<file path="config.mk">
export PLATFORM = sky130hd
export DESIGN_NAME = priority_process_scheduler_core
export DESIGN_NICKNAME = d
export VERILOG_FILES = /design/src/pps_pkg.sv /design/src/priority_process_scheduler_core.sv
export SDC_FILE = /design/constraint.sdc
export NUM_CORES = 1
export LEC_CHECK = 0
export BUFFER_PORTS_ARGS = -buffer_cell sky130_fd_sc_hd__buf_2
export CAP_MARGIN = 25
export CORE_ASPECT_RATIO = 0.5
export CORE_MARGIN = 2
export CORE_UTILIZATION = 55
export CTS_CLUSTER_SIZE = 14
export DETAILED_ROUTE_END_ITERATION = 8
export PLACE_DENSITY = 0.72
export SETUP_SLACK_MARGIN = 0.05
export SLEW_MARGIN = 5
export SYNTH_ARGS = -nofsm -noshare
export SYNTH_HDL_FRONTEND = slang
export SYNTH_SLANG_ARGS = --single-unit
</file>
<file path="constraint.sdc">
create_clock -name i_clk -period 3.9 [get_ports i_clk]
set_clock_uncertainty 0.05 [all_clocks]
set_input_delay 0.39 -clock i_clk [delete_from_list [all_inputs] [get_ports i_clk]]
set_output_delay 0.39 -clock i_clk [all_outputs]
set_load 0.02 [all_outputs]
</file>
<file path="src/pps_pkg.sv">
// shared types and constants for the priority process scheduler
// no dependencies; imported by priority_process_scheduler_core
package pps_pkg;

    // table geometry and field widths
    localparam int SLOT_COUNT   = 16;
    localparam int ID_W         = 4;
    localparam int PRIO_W       = 8;
    localparam int OP_W         = 3;
    localparam int CNT_W        = 4;
    localparam int TOP_PRIORITY = 7;
    localparam int COUNT_MAX    = 15;
    localparam int LIMIT_RESET  = 4;

    // event codes
    localparam logic [OP_W-1:0] OP_START    = 3'd0;
    localparam logic [OP_W-1:0] OP_READY    = 3'd1;
    localparam logic [OP_W-1:0] OP_PREEMPT  = 3'd2;
    localparam logic [OP_W-1:0] OP_BLOCK    = 3'd3;
    localparam logic [OP_W-1:0] OP_SCHEDULE = 3'd4;

    // slot state codes
    localparam logic [1:0] ST_UNUSED  = 2'd0;
    localparam logic [1:0] ST_READY   = 2'd1;
    localparam logic [1:0] ST_RUNNING = 2'd2;
    localparam logic [1:0] ST_WAITING = 2'd3;

    // one table entry
    typedef struct packed {
        logic [1:0]        st;
        logic [PRIO_W-1:0] prio;
    } t_slot;

    // one result item
    typedef struct packed {
        logic            status;
        logic [ID_W-1:0] picked_id;
        logic            none_ready;
    } t_result;

    // sequencer states
    typedef enum logic [4:0] {
        S_IDLE   = 5'b00001,
        S_MODIFY = 5'b00010,
        S_SCAN   = 5'b00100,
        S_PICK   = 5'b01000,
        S_HOLD   = 5'b10000
    } t_fsm;

endpackage

</file>
<file path="src/priority_process_scheduler_core.sv">
// priority process scheduler: slot table in a one-port-read, one-port-write memory
// depends on pps_pkg
//
// sequence: a slot event reads its slot at accept, then updates it and forms the result
// in S_MODIFY; a schedule does one memory read per slot in S_SCAN, then picks and writes in S_PICK
// throughput: no new item is taken until the sequencer is back in S_IDLE; a schedule is
// held back by the scan through the single read port of the slot table
// an item is taken while the previous result still waits in the output register
// reset: synchronous, active low; all slots read as unused with priority zero
// (per-entry valid flops), no last pick, repeat count zero, repeat_limit 4
module priority_process_scheduler_core (
    input  logic                      i_clk,
    input  logic                      i_rst_n,
    input  logic                      i_in_valid,
    output logic                      o_in_stall,
    input  logic [pps_pkg::OP_W-1:0]  i_operation,
    input  logic [pps_pkg::ID_W-1:0]  i_process_id,
    input  logic [pps_pkg::PRIO_W-1:0] i_priority_req,
    output logic                      o_out_valid,
    input  logic                      i_out_stall,
    output logic                      o_status,
    output logic [pps_pkg::ID_W-1:0]  o_picked_id,
    output logic                      o_none_ready,
    input  logic                      i_cfg_wr_en,
    input  logic [pps_pkg::CNT_W-1:0] i_cfg_wr_data
);
    import pps_pkg::*;

    // slot table memory and per-entry valid flops
    t_slot                 r_mem [SLOT_COUNT];
    logic [SLOT_COUNT-1:0] r_vld;
    t_slot                 r_rd_data;
    logic                  r_rd_vld;

    // control and item registers
    t_fsm              r_fsm, n_fsm;
    logic [OP_W-1:0]   r_op;
    logic [ID_W-1:0]   r_id;
    logic [PRIO_W-1:0] r_prio;
    logic [ID_W-1:0]   r_idx, n_idx;

    // scan trackers: best over all slots and best excluding the last pick
    logic              r_fnd_all, n_fnd_all;
    logic [ID_W-1:0]   r_id_all, n_id_all;
    logic [PRIO_W-1:0] r_pr_all, n_pr_all;
    logic              r_fnd_ex, n_fnd_ex;
    logic [ID_W-1:0]   r_id_ex, n_id_ex;
    logic [PRIO_W-1:0] r_pr_ex, n_pr_ex;
    logic              r_last_rdy, n_last_rdy;

    // scheduler history and config
    logic              r_last_vld, n_last_vld;
    logic [ID_W-1:0]   r_last_id, n_last_id;
    logic [CNT_W-1:0]  r_rep_cnt, n_rep_cnt;
    logic [CNT_W-1:0]  r_limit;

    // result path
    t_result           r_out, n_out;
    logic              r_out_valid, n_out_valid;
    t_result           r_pend, n_pend;

    // memory access controls
    logic              accept;
    logic              rd_en;
    logic [ID_W-1:0]   rd_addr;
    logic              wr_en;
    logic [ID_W-1:0]   wr_addr;
    t_slot             wr_data;
    t_slot             rd_slot;
    t_result           res;
    logic              res_vld;
    logic              out_free;
    logic              skip;
    logic              sel_fnd;
    logic [ID_W-1:0]   sel_id;
    logic [PRIO_W-1:0] sel_prio;
    logic              bad_req;

    assign accept   = i_in_valid && (r_fsm == S_IDLE);
    assign out_free = !r_out_valid || !i_out_stall;

    // entry never written reads as unused, priority zero
    always_comb begin
        rd_slot = r_rd_data;
        if (!r_rd_vld) begin
            rd_slot = '{st: ST_UNUSED, prio: '0};
        end
    end

    // read address: event slot or first slot at accept, next slot during scan
    always_comb begin
        rd_en   = 1'b0;
        rd_addr = i_process_id;
        if (accept) begin
            rd_en = 1'b1;
            if (i_operation == OP_SCHEDULE) begin
                rd_addr = '0;
            end
        end else if (r_fsm == S_SCAN) begin
            rd_en   = (r_idx != ID_W'(SLOT_COUNT - 1));
            rd_addr = r_idx + 1'b1;
        end
    end

    // skip test and final choice
    always_comb begin
        skip     = r_last_vld && (r_rep_cnt >= r_limit) && r_last_rdy;
        sel_fnd  = skip ? r_fnd_ex : r_fnd_all;
        sel_id   = skip ? r_id_ex  : r_id_all;
        sel_prio = skip ? r_pr_ex  : r_pr_all;
        bad_req  = (r_op > OP_SCHEDULE) ||
                   ((ID_W+1)'(r_id) >= (ID_W+1)'(SLOT_COUNT));
    end

    // sequencer, scan and result logic
    always_comb begin
        n_fsm      = r_fsm;
        n_idx      = r_idx;
        n_fnd_all  = r_fnd_all;
        n_id_all   = r_id_all;
        n_pr_all   = r_pr_all;
        n_fnd_ex   = r_fnd_ex;
        n_id_ex    = r_id_ex;
        n_pr_ex    = r_pr_ex;
        n_last_rdy = r_last_rdy;
        n_last_vld = r_last_vld;
        n_last_id  = r_last_id;
        n_rep_cnt  = r_rep_cnt;
        n_pend     = r_pend;
        wr_en      = 1'b0;
        wr_addr    = r_id;
        wr_data    = rd_slot;
        res        = '0;
        res_vld    = 1'b0;

        unique case (r_fsm)
            S_IDLE: begin
                if (accept) begin
                    if (i_operation == OP_SCHEDULE) begin
                        n_fsm      = S_SCAN;
                        n_idx      = '0;
                        n_fnd_all  = 1'b0;
                        n_fnd_ex   = 1'b0;
                        n_last_rdy = 1'b0;
                    end else begin
                        n_fsm = S_MODIFY;
                    end
                end
            end
            S_MODIFY: begin
                res_vld    = 1'b1;
                res.status = 1'b1;
                if (!bad_req) begin
                    unique case (r_op)
                        OP_START: begin
                            if (rd_slot.st == ST_UNUSED &&
                                r_prio <= PRIO_W'(TOP_PRIORITY)) begin
                                wr_en      = 1'b1;
                                wr_data    = '{st: ST_WAITING, prio: r_prio};
                                res.status = 1'b0;
                            end
                        end
                        OP_READY: begin
                            if (rd_slot.st == ST_WAITING || rd_slot.st == ST_UNUSED) begin
                                wr_en      = 1'b1;
                                wr_data.st = ST_READY;
                                res.status = 1'b0;
                            end
                        end
                        OP_PREEMPT: begin
                            if (rd_slot.st == ST_RUNNING) begin
                                wr_en      = 1'b1;
                                wr_data.st = ST_READY;
                                res.status = 1'b0;
                            end
                        end
                        default: begin
                            if (rd_slot.st == ST_RUNNING) begin
                                wr_en      = 1'b1;
                                wr_data.st = ST_WAITING;
                                res.status = 1'b0;
                            end
                        end
                    endcase
                end
            end
            S_SCAN: begin
                // slot r_idx is on the read port this cycle
                if (rd_slot.st == ST_READY) begin
                    if (!r_fnd_all || rd_slot.prio > r_pr_all) begin
                        n_fnd_all = 1'b1;
                        n_id_all  = r_idx;
                        n_pr_all  = rd_slot.prio;
                    end
                    if (r_last_vld && r_idx == r_last_id) begin
                        n_last_rdy = 1'b1;
                    end else if (!r_fnd_ex || rd_slot.prio > r_pr_ex) begin
                        n_fnd_ex = 1'b1;
                        n_id_ex  = r_idx;
                        n_pr_ex  = rd_slot.prio;
                    end
                end
                n_idx = r_idx + 1'b1;
                if (r_idx == ID_W'(SLOT_COUNT - 1)) begin
                    n_fsm = S_PICK;
                end
            end
            S_PICK: begin
                res_vld = 1'b1;
                if (sel_fnd) begin
                    wr_en         = 1'b1;
                    wr_addr       = sel_id;
                    wr_data       = '{st: ST_RUNNING, prio: sel_prio};
                    res.picked_id = sel_id;
                    if (r_last_vld && sel_id == r_last_id) begin
                        if (r_rep_cnt != CNT_W'(COUNT_MAX)) begin
                            n_rep_cnt = r_rep_cnt + 1'b1;
                        end
                    end else begin
                        n_rep_cnt = '0;
                    end
                    n_last_vld = 1'b1;
                    n_last_id  = sel_id;
                end else begin
                    res.none_ready = 1'b1;
                    n_last_vld     = 1'b0;
                    n_rep_cnt      = '0;
                end
            end
            S_HOLD: begin
                if (out_free) begin
                    n_fsm = S_IDLE;
                end
            end
            default: begin
                n_fsm = S_IDLE;
            end
        endcase

        // finished result: straight to output if free, else park it
        if (res_vld) begin
            n_pend = res;
            n_fsm  = out_free ? S_IDLE : S_HOLD;
        end
    end

    // output register
    always_comb begin
        n_out       = r_out;
        n_out_valid = r_out_valid;
        if (r_out_valid && !i_out_stall) begin
            n_out_valid = 1'b0;
        end
        if (res_vld && out_free) begin
            n_out       = res;
            n_out_valid = 1'b1;
        end else if (r_fsm == S_HOLD && out_free) begin
            n_out       = r_pend;
            n_out_valid = 1'b1;
        end
    end

    // slot table memory: one write, one registered read
    always_ff @(posedge i_clk) begin
        if (wr_en) begin
            r_mem[wr_addr] <= wr_data;
        end
        if (rd_en) begin
            r_rd_data <= r_mem[rd_addr];
        end
    end

    // valid flops and read-valid
    always_ff @(posedge i_clk) begin
        if (!i_rst_n) begin
            r_vld    <= '0;
            r_rd_vld <= 1'b0;
        end else begin
            if (wr_en) begin
                r_vld[wr_addr] <= 1'b1;
            end
            if (rd_en) begin
                r_rd_vld <= r_vld[rd_addr];
            end
        end
    end

    // control state
    always_ff @(posedge i_clk) begin
        if (!i_rst_n) begin
            r_fsm       <= S_IDLE;
            r_last_vld  <= 1'b0;
            r_rep_cnt   <= '0;
            r_limit     <= CNT_W'(LIMIT_RESET);
            r_out_valid <= 1'b0;
        end else begin
            r_fsm       <= n_fsm;
            r_last_vld  <= n_last_vld;
            r_rep_cnt   <= n_rep_cnt;
            r_out_valid <= n_out_valid;
            if (i_cfg_wr_en) begin
                r_limit <= i_cfg_wr_data;
            end
        end
    end

    // payload and scan registers
    always_ff @(posedge i_clk) begin
        if (accept) begin
            r_op   <= i_operation;
            r_id   <= i_process_id;
            r_prio <= i_priority_req;
        end
        r_idx      <= n_idx;
        r_fnd_all  <= n_fnd_all;
        r_id_all   <= n_id_all;
        r_pr_all   <= n_pr_all;
        r_fnd_ex   <= n_fnd_ex;
        r_id_ex    <= n_id_ex;
        r_pr_ex    <= n_pr_ex;
        r_last_rdy <= n_last_rdy;
        r_last_id  <= n_last_id;
        r_pend     <= n_pend;
        r_out      <= n_out;
    end

    // ports
    assign o_in_stall   = (r_fsm != S_IDLE);
    assign o_out_valid  = r_out_valid;
    assign o_status     = r_out.status;
    assign o_picked_id  = r_out.picked_id;
    assign o_none_ready = r_out.none_ready;

endmodule
</file>
==> results.txt <==
Critical Path RT = 4010 ps
die width = 212 µm
Post-Route Utilization = 0.633
routability congestion estimate = 0.889
first-pass detailed-route iteration total = 5
Yosys cell types = 73
Starting Density = 0.556
detailed placer's ending HPWL = 18,700 µm
leakage = 5.20 nW
# Post-CTS Setup Buffers = 0
drt initial violations = 960
DRT antenna net count = 0
Final min period = 3410 ps
I/O Buffers = 31
post-synthesis cell count = 976
sequential share of the synthesized area = 0.637
aggregate global routing overflow = 0
Vias/cell = 5.87
status = finished clean
ANT cells = 0
post-route DRC violation count = 0
critical path fanouts, max = 11
Critical Path AT = 3520 ps
Clock Tree Buf Depth = 3
CTS tree = done
Final Hold Viols = 0
Placement Setup Slack = 474 ps
setup TNS = 0 ps
EDFF count, synth = 232
share of cells above drive strength 1 = 0.135
P&R area growth vs syn = 13.9%
CTS buffer count = 25
Worst-path clk slew = 60 ps
period utilization = 0.874
Mapped Area = 11,900 µm²
Die Span Y = 108 µm
initial antenna violation count = 0
setup ws final = 492 ps
first-pass GRT wire length = 43,500 µm
Max-slew headroom = 0.344
largest net degree at the start of global routing = 66
Mean Syn Cell Area = 12.2 µm²
fillers = 1,629
R2R setup slack = 490 ps
CTS Root Cell = clkbuf_16
Max Cap Viol = 0
hold crit path type = in2reg
Tightest Pin Transition = 984 ps
main flop type after synthesis = edfxtp_1
Fmax achieved = 293 MHz
PwrDens = 447 nW/µm²
setup violators final = 0
Pins Over Slew Limit = 0
Syn. warnings = 0
synthesis-stage register bit count = 264
top-area cell type share of the netlist area = 0.583
CORE AREA = 21,500 µm²
final WL = 28,000 µm
Avg WL per Cell = 20.5 µm
DIE AREA = 23,000 µm²
post-synthesis cell type with the largest combined area = edfxtp_1
WS Path Type = reg2reg
# H-tree levels = 1
Async SR Flop Fraction = 0
CP endpoint kind = flop
Worst Setup Start Kind = flop
worst vdd ir = 288 µV
Mapped Nets = 1,027
vias = 8,045
gr usage total = 0.249
Clock Sinks = 264
vias in the first global route = 7,850
top cells by area, synth = edfxtp_1 (58%), dfxtp_1 (5.4%), mux2i_1 (5.4%)
I/O pin cnt = 32
nets@finish = 1,102
clock latency on the worst-skew pair = 540 ps
hold_ws = 24.1 ps
RSZ-0062 raised after global routing = no
Rows = 38
area by class of cell:
class                      instances  area (µm²)  share of cell area
clock buffer                      38         714              0.0525
clock inverter                     8         104             0.00763
inverter                          56         210              0.0154
multi-input combinational        618        3940               0.289
sequential                       264        7610               0.559
tap                              300         375              0.0276
timing repair buffer              86         658              0.0484
stage by stage:
step           cell area, µm²  cells  total power, mW
2_1_floorplan           11900    976             3.51
3_3_place_gp            12700   1313             3.66
3_5_place_dp            12700   1313             3.68
4_1_cts                 13600   1370             6.10
5_1_grt                 13600   1370             6.27
6_report                13600   1370             6.08
state kept, by name (all words and copies together), names as in the netlist, 5 cells and up:
name,flops
r_fsm,5
r_mem,160
r_pend,6
r_pr_all,8
r_pr_ex,8
r_prio,8
r_rd_data,10
r_vld,16
Yosys cell counts (3+ instances only):
| cell type | count |
|---|---|
| buf_6 | 4 |
| edfxtp_1 | 232 |
| a221oi_1 | 3 |
| o221ai_1 | 13 |
| o211ai_1 | 5 |
| clkbuf_1 | 12 |
| nand4_1 | 6 |
| o21a_1 | 5 |
| ha_1 | 27 |
| xnor2_1 | 7 |
| xor2_1 | 7 |
| o21ai_1 | 20 |
| buf_2 | 16 |
| a211oi_1 | 6 |
| and3_1 | 9 |
| o22ai_1 | 7 |
| a21oi_1 | 34 |
| and2_1 | 5 |
| inv_2 | 4 |
| a21o_1 | 6 |
| a31oi_1 | 6 |
| nor3_1 | 8 |
| nor2_1 | 58 |
| nor2b_1 | 5 |
| mux2_2 | 5 |
| nand2_1 | 169 |
| buf_4 | 3 |
| a311oi_1 | 4 |
| o31ai_1 | 11 |
| o21ai_0 | 26 |
| nand3_1 | 36 |
| inv_1 | 52 |
| nand2b_1 | 10 |
| dfxtp_1 | 32 |
| nor3b_2 | 3 |
| mux2i_1 | 64 |
| a32oi_1 | 13 |
repair_timing:
item / in CTS / in global routing
endpoints found under the hold margin: 11 / 0
hold buffers: 11 / 0
gates resized for setup: 0 / 0
layout by cell type (no fill, tap or decap), types with 11 or more instances in the layout:
master / n
edfxtp_1: 232
nand2_1: 169
mux2i_1: 64
nor2_1: 58
inv_1: 52
buf_4: 39
nand3_1: 36
a21oi_1: 34
dfxtp_1: 32
buf_2: 31
ha_1: 27
o21ai_0: 26
clkbuf_16: 25
o21ai_1: 20
o221ai_1: 13
a32oi_1: 13
o31ai_1: 11
dlygate4sd3_1: 11
final timing paths:
kind                                  start                endpoint  cells after the start
setup reg to reg  r_rep_cnt[0]$_SDFFE_PN0P_   r_mem[1][0]$_DFFE_PP_                     10
hold / removal              i_process_id[2]       r_id[2]$_DFFE_PP_                      1
setup / recovery  r_rep_cnt[0]$_SDFFE_PN0P_   r_mem[1][0]$_DFFE_PP_                     10
hold reg to reg      r_vld[12]$_SDFFE_PN0P_  r_vld[12]$_SDFFE_PN0P_                      2
worst max-delay path: stages (launching register included):
cell,delay (ps)
dfxtp_1,370
inv_1,70
ha_1,280
nand2b_1,140
a21oi_1,260
o21a_1,310
o21ai_2,150
a21o_1,220
inv_2,170
mux2_2,380
nor2_1,630
power by group:
part,switching [mW],internal [mW]
logic,0.307,0.165
registers,0.0326,3.13
clock network,1.05,1.40
total,1.39,4.70
logic make-up after synthesis:
logic type	share of synthesized area
flip-flops	0.637
XOR/XNOR	0.0103
AND/OR/NAND/NOR	0.126
multiplexers	0.0583
AO/OA/AOI/OAI	0.105
adder cells (fa/ha/maj)	0.0283
buffers and inverters	0.0348
layer usage:
layer,wire length (µm),vias to the layer above,track usage
met2,13100,297,0.410
met4,728,0,0.0664
met3,1840,50,0.0415
li1,-,3755,-
met5,0,-,0
met1,12400,3943,0.347
(Power assumes the default switching activity.)
